<file path="config.mk">
export PLATFORM = sky130hd
export DESIGN_NAME = gnss_window_sequencer
export DESIGN_NICKNAME = d
export VERILOG_FILES = /design/src/rtl/gws_pkg.sv /design/src/rtl/gws_core.sv /design/src/rtl/gnss_window_sequencer.sv
export VERILOG_INCLUDE_DIRS = /design/src /design/src/rtl
export SDC_FILE = /design/constraint.sdc
export NUM_CORES = 1
export LEC_CHECK = 0
export ABC_CLOCK_PERIOD_IN_PS = 11500
export BUFFER_PORTS_ARGS = -buffer_cell sky130_fd_sc_hd__buf_2
export CAP_MARGIN = 0
export CELL_PAD_IN_SITES_DETAIL_PLACEMENT = 1
export CELL_PAD_IN_SITES_GLOBAL_PLACEMENT = 2
export CORE_MARGIN = 3
export CORE_UTILIZATION = 40
export CTS_BUF_LIST = sky130_fd_sc_hd__clkbuf_16
export CTS_CLUSTER_SIZE = 25
export DETAILED_ROUTE_END_ITERATION = 16
export PLACE_DENSITY_LB_ADDON = 0.1
export SLEW_MARGIN = 40
export SYNTH_ARGS = -nofsm -noshare
export SYNTH_HDL_FRONTEND = slang
export SYNTH_HIERARCHICAL = 1
export SYNTH_SLANG_ARGS = --single-unit
export TNS_END_PERCENT = 20
</file>
<file path="constraint.sdc">
create_clock -name clk -period 11.5 [get_ports clk]
set_input_delay 1.15 -clock clk [delete_from_list [all_inputs] [get_ports clk]]
set_output_delay 1.15 -clock clk [all_outputs]
set_load 0.01 [all_outputs]
</file>
<file path="src/rtl/gnss_window_sequencer_defines.svh">
// Assertion macros shared by the radio-sharing sequencer.
`ifndef GNSS_WINDOW_SEQUENCER_DEFINES_SVH
`define GNSS_WINDOW_SEQUENCER_DEFINES_SVH

// Same-cycle implication, checked on every rising edge outside reset.
`define GWS_CHECK_IMP(lbl, ante, cons) \
    lbl: assert property (@(posedge clk) disable iff (!rst_n) (ante) |-> (cons)) \
        else $error("gws: same-cycle check failed");

// Next-cycle implication, checked on every rising edge outside reset.
`define GWS_CHECK_NEXT(lbl, ante, cons) \
    lbl: assert property (@(posedge clk) disable iff (!rst_n) (ante) |=> (cons)) \
        else $error("gws: next-cycle check failed");

`endif

</file>
<file path="src/rtl/gws_pkg.sv">
// Types, constants and the phase walk function of the radio-sharing sequencer.
package gws_pkg;

    localparam int LEN_W      = 16;
    localparam int MAXA_W     = 8;
    localparam int CFG_IDX_W  = 3;
    localparam int CFG_DATA_W = 16;
    localparam int IN_DATA_W  = 8;
    localparam int WALK_STEPS = 8;

    localparam logic [CFG_IDX_W-1:0] CFG_SETTLE  = 3'd0;
    localparam logic [CFG_IDX_W-1:0] CFG_ACQUIRE = 3'd1;
    localparam logic [CFG_IDX_W-1:0] CFG_RETRY   = 3'd2;
    localparam logic [CFG_IDX_W-1:0] CFG_MAXATT  = 3'd3;
    localparam logic [CFG_IDX_W-1:0] CFG_REARM   = 3'd4;
    localparam logic [CFG_IDX_W-1:0] CFG_POLICY  = 3'd5;

    localparam logic [LEN_W-1:0]  SETTLE_RST  = 16'd30;
    localparam logic [LEN_W-1:0]  ACQUIRE_RST = 16'd120;
    localparam logic [LEN_W-1:0]  RETRY_RST   = 16'd60;
    localparam logic [MAXA_W-1:0] MAXATT_RST  = 8'd0;
    localparam logic [LEN_W-1:0]  REARM_RST   = 16'd600;

    typedef enum logic [2:0] {
        PH_INERT = 3'd0,
        PH_INIT  = 3'd1,
        PH_ACQ   = 3'd2,
        PH_POST  = 3'd3,
        PH_COOL  = 3'd4,
        PH_REARM = 3'd5,
        PH_FIXED = 3'd6
    } phase_t;

    // Where the timer value of a phase comes from during one tick.
    typedef enum logic [1:0] {
        TMR_ZERO,
        TMR_ONE,
        TMR_HOLD,
        TMR_INC
    } tmr_src_t;

    // Where the attempt count comes from during one tick.
    typedef enum logic [1:0] {
        ATT_HOLD,
        ATT_INC,
        ATT_ZERO,
        ATT_ONE
    } att_src_t;

    typedef struct packed {
        logic [LEN_W-1:0]  settle;
        logic [LEN_W-1:0]  acquire;
        logic [LEN_W-1:0]  retry;
        logic [MAXA_W-1:0] max_attempts;
        logic [LEN_W-1:0]  rearm;
    } cfg_t;

    typedef struct packed {
        logic settle_zero;
        logic settle_le1;
        logic acquire_zero;
        logic acquire_le1;
        logic retry_zero;
        logic retry_le1;
        logic rearm_zero;
        logic rearm_le1;
        logic exp_now;
        logic exp_after;
        logic ge_hold;
        logic ge_inc;
        logic ge_one;
    } gws_flags_t;

    typedef struct packed {
        phase_t   phase;
        tmr_src_t tmr;
        att_src_t att;
        logic     fixed;
        logic     consumed;
        logic     started;
        logic     done;
    } walk_t;

    // One step of the phase walk within a tick. Timer and attempt values are
    // carried as source codes so that every decision here is a narrow one.
    function automatic walk_t gws_walk_step(walk_t s, gws_flags_t f, logic lte, logic fix);
        walk_t r;
        logic  len_zero;
        logic  len_le1;
        logic  expired;
        logic  leave;
        logic  ge;
        r        = s;
        len_zero = 1'b0;
        len_le1  = 1'b0;
        expired  = 1'b0;
        leave    = 1'b0;
        ge       = 1'b0;
        if (!s.done && (s.phase >= PH_INIT) && (s.phase <= PH_REARM))
        begin
            unique case (s.phase) inside
                PH_ACQ:
                begin
                    len_zero = f.acquire_zero;
                    len_le1  = f.acquire_le1;
                end
                PH_COOL:
                begin
                    len_zero = f.retry_zero;
                    len_le1  = f.retry_le1;
                end
                PH_REARM:
                begin
                    len_zero = f.rearm_zero;
                    len_le1  = f.rearm_le1;
                end
                default:
                begin
                    len_zero = f.settle_zero;
                    len_le1  = f.settle_le1;
                end
            endcase
            case (s.tmr)
                TMR_ZERO: expired = len_zero;
                TMR_ONE:  expired = len_le1;
                TMR_HOLD: expired = f.exp_now;
                default:  expired = f.exp_after;
            endcase
            case (s.att)
                ATT_HOLD: ge = f.ge_hold;
                ATT_INC:  ge = f.ge_inc;
                ATT_ONE:  ge = f.ge_one;
                default:  ge = 1'b0;
            endcase

            if (expired)
            begin
                leave = 1'b1;
            end
            else if (s.consumed)
            begin
                r.done = 1'b1;
            end
            else if (((s.phase == PH_INIT) || (s.phase == PH_POST)) && lte)
            begin
                leave = 1'b1;
            end
            else if ((s.phase == PH_ACQ) && fix)
            begin
                r.fixed = 1'b1;
                leave   = 1'b1;
            end
            else
            begin
                r.consumed = 1'b1;
                r.tmr      = (s.tmr == TMR_ZERO) ? TMR_ONE : TMR_INC;
            end

            if (leave)
            begin
                if (s.phase == PH_ACQ)
                begin
                    r.phase = PH_POST;
                    r.tmr   = TMR_ZERO;
                end
                else if (s.phase == PH_POST)
                begin
                    if (r.fixed)
                    begin
                        r.phase = PH_FIXED;
                    end
                    else if (!ge)
                    begin
                        r.phase = PH_COOL;
                    end
                    else
                    begin
                        r.phase = PH_REARM;
                    end
                    r.tmr = TMR_ZERO;
                end
                else if (s.started)
                begin
                    r.done = 1'b1;
                end
                else if (s.phase == PH_REARM)
                begin
                    r.att     = ATT_ONE;
                    r.started = 1'b1;
                    r.phase   = PH_ACQ;
                    r.tmr     = TMR_ZERO;
                end
                else if (ge)
                begin
                    r.phase = PH_REARM;
                    r.tmr   = TMR_ZERO;
                end
                else
                begin
                    r.att     = (s.att == ATT_ZERO) ? ATT_ONE : ATT_INC;
                    r.started = 1'b1;
                    r.phase   = PH_ACQ;
                    r.tmr     = TMR_ZERO;
                end
            end
        end
        return r;
    endfunction

endpackage

</file>
<file path="src/rtl/gws_core.sv">
// Next-state logic of the sequencer for one tick, including chained phase changes.
module gws_core
    import gws_pkg::*;
#(
    parameter int TIMER_BITS   = 16,
    parameter int ATTEMPT_BITS = 8
)
(
    input  phase_t                  phase,
    input  logic [TIMER_BITS-1:0]   timer,
    input  logic [ATTEMPT_BITS-1:0] attempt,
    input  logic                    fixed,
    input  cfg_t                    cfg,
    input  logic                    lte,
    input  logic                    fix,
    input  logic                    stop,
    output phase_t                  phase_next,
    output logic [TIMER_BITS-1:0]   timer_next,
    output logic [ATTEMPT_BITS-1:0] attempt_next,
    output logic                    fixed_next
);

    localparam int TCMP_W = (TIMER_BITS + 1 > LEN_W) ? TIMER_BITS + 1 : LEN_W;
    localparam int ACMP_W = (ATTEMPT_BITS > MAXA_W) ? ATTEMPT_BITS : MAXA_W;

    logic [LEN_W-1:0]        cur_len;
    logic [TCMP_W-1:0]       t_ext;
    logic [TCMP_W-1:0]       t_inc_ext;
    logic [TCMP_W-1:0]       t_max_ext;
    logic [TCMP_W-1:0]       len_ext;
    logic [TIMER_BITS-1:0]   timer_inc;
    logic [ATTEMPT_BITS-1:0] attempt_inc;
    logic [ACMP_W-1:0]       a_ext;
    logic [ACMP_W-1:0]       a_inc_ext;
    logic [ACMP_W-1:0]       max_ext;
    logic                    max_nz;
    gws_flags_t              flags;
    walk_t                   walk [WALK_STEPS+1];
    walk_t                   last;

    always_comb
    begin
        unique case (phase) inside
            PH_ACQ:   cur_len = cfg.acquire;
            PH_COOL:  cur_len = cfg.retry;
            PH_REARM: cur_len = cfg.rearm;
            default:  cur_len = cfg.settle;
        endcase
    end

    assign t_ext       = TCMP_W'(timer);
    assign t_inc_ext   = t_ext + TCMP_W'(1);
    assign t_max_ext   = TCMP_W'({TIMER_BITS{1'b1}});
    assign len_ext     = TCMP_W'(cur_len);
    assign timer_inc   = t_inc_ext[TIMER_BITS-1:0];
    assign attempt_inc = (&attempt) ? attempt : attempt + ATTEMPT_BITS'(1);
    assign a_ext       = ACMP_W'(attempt);
    assign a_inc_ext   = ACMP_W'(attempt_inc);
    assign max_ext     = ACMP_W'(cfg.max_attempts);
    assign max_nz      = |cfg.max_attempts;

    always_comb
    begin
        flags.settle_zero  = (cfg.settle == '0);
        flags.settle_le1   = (cfg.settle[LEN_W-1:1] == '0);
        flags.acquire_zero = (cfg.acquire == '0);
        flags.acquire_le1  = (cfg.acquire[LEN_W-1:1] == '0);
        flags.retry_zero   = (cfg.retry == '0);
        flags.retry_le1    = (cfg.retry[LEN_W-1:1] == '0);
        flags.rearm_zero   = (cfg.rearm == '0);
        flags.rearm_le1    = (cfg.rearm[LEN_W-1:1] == '0);
        flags.exp_now      = (t_ext >= len_ext) || (t_ext == t_max_ext);
        flags.exp_after    = (t_inc_ext >= len_ext) || (t_inc_ext == t_max_ext);
        flags.ge_hold      = max_nz && (a_ext >= max_ext);
        flags.ge_inc       = max_nz && (a_inc_ext >= max_ext);
        flags.ge_one       = (cfg.max_attempts == MAXA_W'(1));
    end

    // A stop in a running phase drops to inert before any other decision.
    always_comb
    begin
        walk[0].phase    = phase;
        walk[0].tmr      = TMR_HOLD;
        walk[0].att      = ATT_HOLD;
        walk[0].fixed    = fixed;
        walk[0].consumed = 1'b0;
        walk[0].started  = 1'b0;
        walk[0].done     = 1'b0;
        if (stop && (phase >= PH_INIT) && (phase <= PH_REARM))
        begin
            walk[0].phase = PH_INERT;
            walk[0].tmr   = TMR_ZERO;
        end
        for (int i = 0; i < WALK_STEPS; i++)
        begin
            walk[i+1] = gws_walk_step(walk[i], flags, lte, fix);
        end
    end

    assign last       = walk[WALK_STEPS];
    assign phase_next = last.phase;
    assign fixed_next = last.fixed;

    always_comb
    begin
        case (last.tmr)
            TMR_ZERO: timer_next = '0;
            TMR_ONE:  timer_next = TIMER_BITS'(1);
            TMR_HOLD: timer_next = timer;
            default:  timer_next = timer_inc;
        endcase
        case (last.att)
            ATT_HOLD: attempt_next = attempt;
            ATT_INC:  attempt_next = attempt_inc;
            ATT_ZERO: attempt_next = '0;
            default:  attempt_next = ATTEMPT_BITS'(1);
        endcase
    end

endmodule

</file>
<file path="src/rtl/gnss_window_sequencer.sv">
// Top level of the radio-sharing sequencer: handshakes, registers and configuration.
//
//  Channel   Direction  Contents
//  s_axis    in         one tick: lte_connected, fix_present, stop_request
//  m_axis    out        one status per tick: radio_to_gnss, phase, attempt_count, fix_acquired
//  cfg       in         register writes, no read-back
//
// Each tick transaction is registered in the input register, evaluated combinationally,
// and its status lands in the output register when the tick advances. One tick is accepted
// every cycle unless the output stalls; the phase, timer and attempt registers close the loop.
// A stall on the output side holds the status and lets one further tick wait in the input
// register before tready falls. Reset leaves the block inert with default lengths.
`include "gnss_window_sequencer_defines.svh"

module gnss_window_sequencer
    import gws_pkg::*;
#(
    parameter int TIMER_BITS   = 16,
    parameter int ATTEMPT_BITS = 8
)
(
    input  logic                                           clk,
    input  logic                                           rst_n,
    input  logic                                           s_axis_tvalid,
    output logic                                           s_axis_tready,
    // lte_connected, fix_present, stop_request, zero fill
    input  logic [IN_DATA_W-1:0]                           s_axis_tdata,
    output logic                                           m_axis_tvalid,
    input  logic                                           m_axis_tready,
    // radio_to_gnss, phase, attempt_count, fix_acquired, zero fill
    output logic [(((5 + ATTEMPT_BITS) + 7) / 8) * 8 - 1:0] m_axis_tdata,
    input  logic                                           cfg_wr_en,
    input  logic [CFG_IDX_W-1:0]                           cfg_index,
    input  logic [CFG_DATA_W-1:0]                          cfg_data
);

    localparam int OUT_BITS   = 5 + ATTEMPT_BITS;
    localparam int OUT_DATA_W = ((OUT_BITS + 7) / 8) * 8;

    cfg_t                    cfg_reg;
    cfg_t                    cfg_next;
    phase_t                  phase_reg;
    phase_t                  phase_next;
    logic [TIMER_BITS-1:0]   timer_reg;
    logic [TIMER_BITS-1:0]   timer_next;
    logic [ATTEMPT_BITS-1:0] attempt_reg;
    logic [ATTEMPT_BITS-1:0] attempt_next;
    logic                    fixed_reg;
    logic                    fixed_next;

    phase_t                  core_phase;
    logic [TIMER_BITS-1:0]   core_timer;
    logic [ATTEMPT_BITS-1:0] core_attempt;
    logic                    core_fixed;

    logic                    in_valid_reg;
    logic                    in_valid_next;
    logic                    lte_reg;
    logic                    fix_reg;
    logic                    stop_reg;
    logic                    out_valid_reg;
    logic                    out_valid_next;
    logic [OUT_DATA_W-1:0]   out_data_reg;
    logic [OUT_DATA_W-1:0]   out_data_next;
    logic                    in_take;
    logic                    advance;
    logic                    post_or_idle;

    assign advance       = in_valid_reg && (!out_valid_reg || m_axis_tready);
    assign s_axis_tready = !in_valid_reg || advance;
    assign in_take       = s_axis_tvalid && s_axis_tready;
    assign m_axis_tvalid = out_valid_reg;
    assign m_axis_tdata  = out_data_reg;
    assign post_or_idle  = (phase_reg == PH_POST) || (phase_reg == PH_FIXED) ||
                           (phase_reg == PH_INERT);

    gws_core #(
        .TIMER_BITS   (TIMER_BITS),
        .ATTEMPT_BITS (ATTEMPT_BITS)
    ) u_core (
        .phase        (phase_reg),
        .timer        (timer_reg),
        .attempt      (attempt_reg),
        .fixed        (fixed_reg),
        .cfg          (cfg_reg),
        .lte          (lte_reg),
        .fix          (fix_reg),
        .stop         (stop_reg),
        .phase_next   (core_phase),
        .timer_next   (core_timer),
        .attempt_next (core_attempt),
        .fixed_next   (core_fixed)
    );

    always_comb
    begin
        cfg_next       = cfg_reg;
        phase_next     = phase_reg;
        timer_next     = timer_reg;
        attempt_next   = attempt_reg;
        fixed_next     = fixed_reg;
        in_valid_next  = in_valid_reg;
        out_valid_next = out_valid_reg;

        if (in_take)
        begin
            in_valid_next = 1'b1;
        end
        else if (advance)
        begin
            in_valid_next = 1'b0;
        end

        if (advance)
        begin
            out_valid_next = 1'b1;
        end
        else if (m_axis_tready)
        begin
            out_valid_next = 1'b0;
        end

        if (advance)
        begin
            phase_next   = core_phase;
            timer_next   = core_timer;
            attempt_next = core_attempt;
            fixed_next   = core_fixed;
        end

        if (cfg_wr_en)
        begin
            unique case (cfg_index)
                CFG_SETTLE:  cfg_next.settle       = cfg_data[LEN_W-1:0];
                CFG_ACQUIRE: cfg_next.acquire      = cfg_data[LEN_W-1:0];
                CFG_RETRY:   cfg_next.retry        = cfg_data[LEN_W-1:0];
                CFG_MAXATT:  cfg_next.max_attempts = cfg_data[MAXA_W-1:0];
                CFG_REARM:   cfg_next.rearm        = cfg_data[LEN_W-1:0];
                CFG_POLICY:
                begin
                    if (!cfg_data[0])
                    begin
                        phase_next   = PH_INERT;
                        timer_next   = '0;
                        attempt_next = '0;
                        fixed_next   = 1'b0;
                    end
                    else if ((phase_reg == PH_INERT) || (phase_reg == PH_FIXED))
                    begin
                        phase_next   = PH_INIT;
                        timer_next   = '0;
                        attempt_next = '0;
                        fixed_next   = 1'b0;
                    end
                end
                default:
                begin
                end
            endcase
        end
    end

    always_comb
    begin
        out_data_next                      = '0;
        out_data_next[0]                   = (core_phase == PH_ACQ);
        out_data_next[3:1]                 = core_phase;
        out_data_next[4 +: ATTEMPT_BITS]   = core_attempt;
        out_data_next[4 + ATTEMPT_BITS]    = core_fixed;
    end

    always_ff @(posedge clk or negedge rst_n)
    begin
        if (!rst_n)
        begin
            cfg_reg.settle       <= SETTLE_RST;
            cfg_reg.acquire      <= ACQUIRE_RST;
            cfg_reg.retry        <= RETRY_RST;
            cfg_reg.max_attempts <= MAXATT_RST;
            cfg_reg.rearm        <= REARM_RST;
            phase_reg            <= PH_INERT;
            timer_reg            <= '0;
            attempt_reg          <= '0;
            fixed_reg            <= 1'b0;
            in_valid_reg         <= 1'b0;
            out_valid_reg        <= 1'b0;
        end
        else
        begin
            cfg_reg       <= cfg_next;
            phase_reg     <= phase_next;
            timer_reg     <= timer_next;
            attempt_reg   <= attempt_next;
            fixed_reg     <= fixed_next;
            in_valid_reg  <= in_valid_next;
            out_valid_reg <= out_valid_next;
        end
    end

    always_ff @(posedge clk)
    begin
        if (in_take)
        begin
            lte_reg  <= s_axis_tdata[0];
            fix_reg  <= s_axis_tdata[1];
            stop_reg <= s_axis_tdata[2];
        end
        if (advance)
        begin
            out_data_reg <= out_data_next;
        end
    end

    `GWS_CHECK_IMP(a_fix_ends_run, fixed_reg, post_or_idle)
    `GWS_CHECK_IMP(a_window_counted, phase_reg == PH_ACQ, attempt_reg != '0)
    `GWS_CHECK_IMP(a_idle_timer_clear, (phase_reg == PH_INERT) || (phase_reg == PH_FIXED), timer_reg == '0)
    `GWS_CHECK_NEXT(a_result_follows, advance, out_valid_reg)

endmodule
</file>
==> flow_metrics.tcl <==
set metrics [dict create \
    grt_pass1_wl_mm 55.90 \
    die_h_um 164.2 \
    wl_per_cell_um 24.64 \
    dp_cells 1429 \
    peakVddDrop_mv 0.2947 \
    clk_latency_ns 0.42 \
    routed_wl_mm 36.10 \
    synth_most_common_cell "o21ai_0" \
    highest_layer "met4" \
    yosysTopAreaCellShare 0.2149 \
    ys.flop_type "dfrtp_1" \
    start_kind "flop" \
    rsz0062_at_grt "false" \
    fill_cells 2835 \
    port-buffer-count 41 \
    hold_violations 0 \
    layout-area-overhead-vs-synth_pct 12.21 \
    first_pass_iters 5 \
    slew_headroom 0.4204 \
    wl_met3_mm 1.441 \
    layout-drive-gt1-share 0.2445 \
    hold_buffers 0 \
    met2_length_mm 17.58 \
    finalClockSkew_ns 0.01818 \
    cts_made_buffers 17 \
    first_global_vias 9356 \
    cap_violations 0 \
    worst_pin_slew_ns 0.8582 \
    syn_inst 1091 \
    grt_usage 0.2681 \
    antenna_cells 0 \
    drt_iter0_drc 688 \
    die_w_um 164.2 \
    cp-end-kind "flop" \
    route.detailed.drc 0 \
    synth_area_leaders "dfrtp_1, mux2_2, ha_1" \
    period_share 0.9283 \
    start_util 0.4093 \
    cp.required_ns 11.81 \
    ant_nets 0 \
    period_needed_ns 10.68 \
    synth-seq-cells 118 \
    largest_register_ffs 72 \
    gp_congestion 0.9120 \
    setup_viol 0 \
    num_rows 57 \
    synth_common_cells "o21ai_0, dfrtp_1, mux2_2" \
    syn_area_um2 10010 \
    synth_edf_count 16 \
    total_power_w 0.004078 \
    synth.distinct_cells 116 \
    p_leak_nw 4.751 \
    clk_pin_slew_ns 0.06 \
    ys_warn_count 6 \
    drv_slew 0 \
    fmax_mhz 93.67 \
    nNetsFinal 1209 \
    cts_tree "yes" \
    slowest_stage "a211oi_2" \
    clock_path_buffers 2 \
    path_class "reg -> reg" \
    core_um2 24460 \
    power_density_nw_per_um2 363.0 \
    htreeDepth 4 \
    io_pins 50 \
    cts_sinks 118 \
    seq_area_frac_synth 0.3049 \
    die-area_um2 26960 \
    syn_avg_cell_area_um2 9.177 \
    grt.overflow.total 0 \
    grt_max_degree 66 \
    crit_path_max_incr_delay_ns 0.46 \
    cp.arrival_ns 10.99 \
    met1Wirelength_mm 16.62 \
    tns_ns 0 \
    holdCritPathClass "reg -> reg" \
    holdWs_ns 0.5381 \
    antenna_found_initial 0 \
    worstPathMaxFanout 31 \
    root_buffer "clkbuf_16" \
    synth_area_leader_cell "dfrtp_1" \
    via_count 9363 \
    ys_async_sr_fraction 0.8644 \
    post-dp-hpwl_mm 26.27 \
    status "complete, no violations" \
    avgViaCountPerCell 6.391 \
    instances_no_fill 1465 \
]
-- metrics by stage --
stage | util | setup slack [ns] | cell area [um^2]
detailed placement | 0.4315 | 0.5069 | 10560
global route | 0.4593 | 0.05479 | 11230
floorplan | - | 2.328 | 10020
finish | 0.4593 | 0.8241 | 11230
global placement | 0.4305 | 0.5489 | 10530
CTS | 0.4567 | 0.4110 | 11170
-- cell usage in the layout, fill, tap and decap left out, types with 11 or more instances in the layout --
master and count:
o21ai_0 95, dfrtp_1 86, mux2_2 68, nand3_1 61, nand2_1 56, ha_1 49, nor2_1 46, a21oi_1 44
inv_1 41, buf_2 40, buf_4 37, a22oi_1 33, nor3_1 24, nand4_1 20, clkbuf_16 19, nor4_1 19
a21o_1 18, and3_1 17, dfstp_2 16, edfxtp_1 16, o22ai_1 16, o211ai_1 15, a31oi_1 14, o221ai_1 14
o31ai_1 12, nand2b_1 11
-- area by class of cell --
cell class              instances  area, um^2  share of cell area
inverters                      42       157.7             0.01403
flip-flops and latches        118        3053              0.2717
clock buffers                  19       475.5             0.04232
repair buffers                 79       500.5             0.04455
multi-input cells             870        6502              0.5788
clock inverters                13       140.1             0.01247
well taps                     324       405.4             0.03608
-- final timing paths --
| check | startpoint | to | slack [ns] | depth (start not counted) |
|---|---|---|---|---|
| max | phase_reg[1]$_DFF_PN0_ | phase_reg[0]$_DFF_PN0_ | 0.82 | 36 |
| min | cfg_reg[23]$_DFFE_PN0P_ | cfg_reg[23]$_DFFE_PN0P_ | 0.54 | 1 |
| max reg2reg | phase_reg[1]$_DFF_PN0_ | phase_reg[0]$_DFF_PN0_ | 0.82 | 36 |
| min reg2reg | cfg_reg[23]$_DFFE_PN0P_ | cfg_reg[23]$_DFFE_PN0P_ | 0.54 | 1 |
| max in group asynchronous | rst_n | timer_reg[12]$_DFF_PN0_ | 9.74 | 2 |
| min in group asynchronous | rst_n | cfg_reg[15]$_DFFE_PN0P_ | 0.71 | 1 |
-- cell families (layout without fill, tap and decap cells) --
kind of cell / count (synthesis) / count (layout) / synth area share
AOI/OAI and AO/OA: 385 / 385 / 0.2833
xor gates and xnor gates: 19 / 19 / 0.01737
adders and majority gates: 50 / 50 / 0.06223
buffers and inverters: 105 / 153 / 0.05061
DFF: 118 / 118 / 0.3049
muxes: 88 / 88 / 0.1015
other: 1 / 3 / 0.0003745
and+or+nand+nor: 325 / 325 / 0.1797
-- what timing repair did --
action | CTS | global route
buffers inserted | 0 | 4
resized for setup | 0 | 7
setup endpoints to repair | 0 | 7
-- power by group --
group / total (W) / switching, W / internal [W]
combinational: 0.00287 / 0.00181 / 0.00106
sequential: 0.000638 / 0.0000941 / 0.000544
clock: 0.000566 / 0.000219 / 0.000347
-- worst max-delay path: cells and delay by family, from the launching register on --
kind                       cells  cell delay (ns)
and+or+nand+nor                6             0.92
buffers and inverters          2             0.60
DFF                            1             0.36
adders and majority gates      1             0.44
muxes                          4             1.48
AOI/OAI and AO/OA             23             6.75
-- per-layer routing --
layer | track usage | vias to the layer above
met1 | 0.3662 | 4796
met4 | 0.06959 | 0
li1 | - | 4318
met3 | 0.02976 | 24
met2 | 0.4519 | 225
met5 | 0 | -
(Power assumes the default switching activity.)
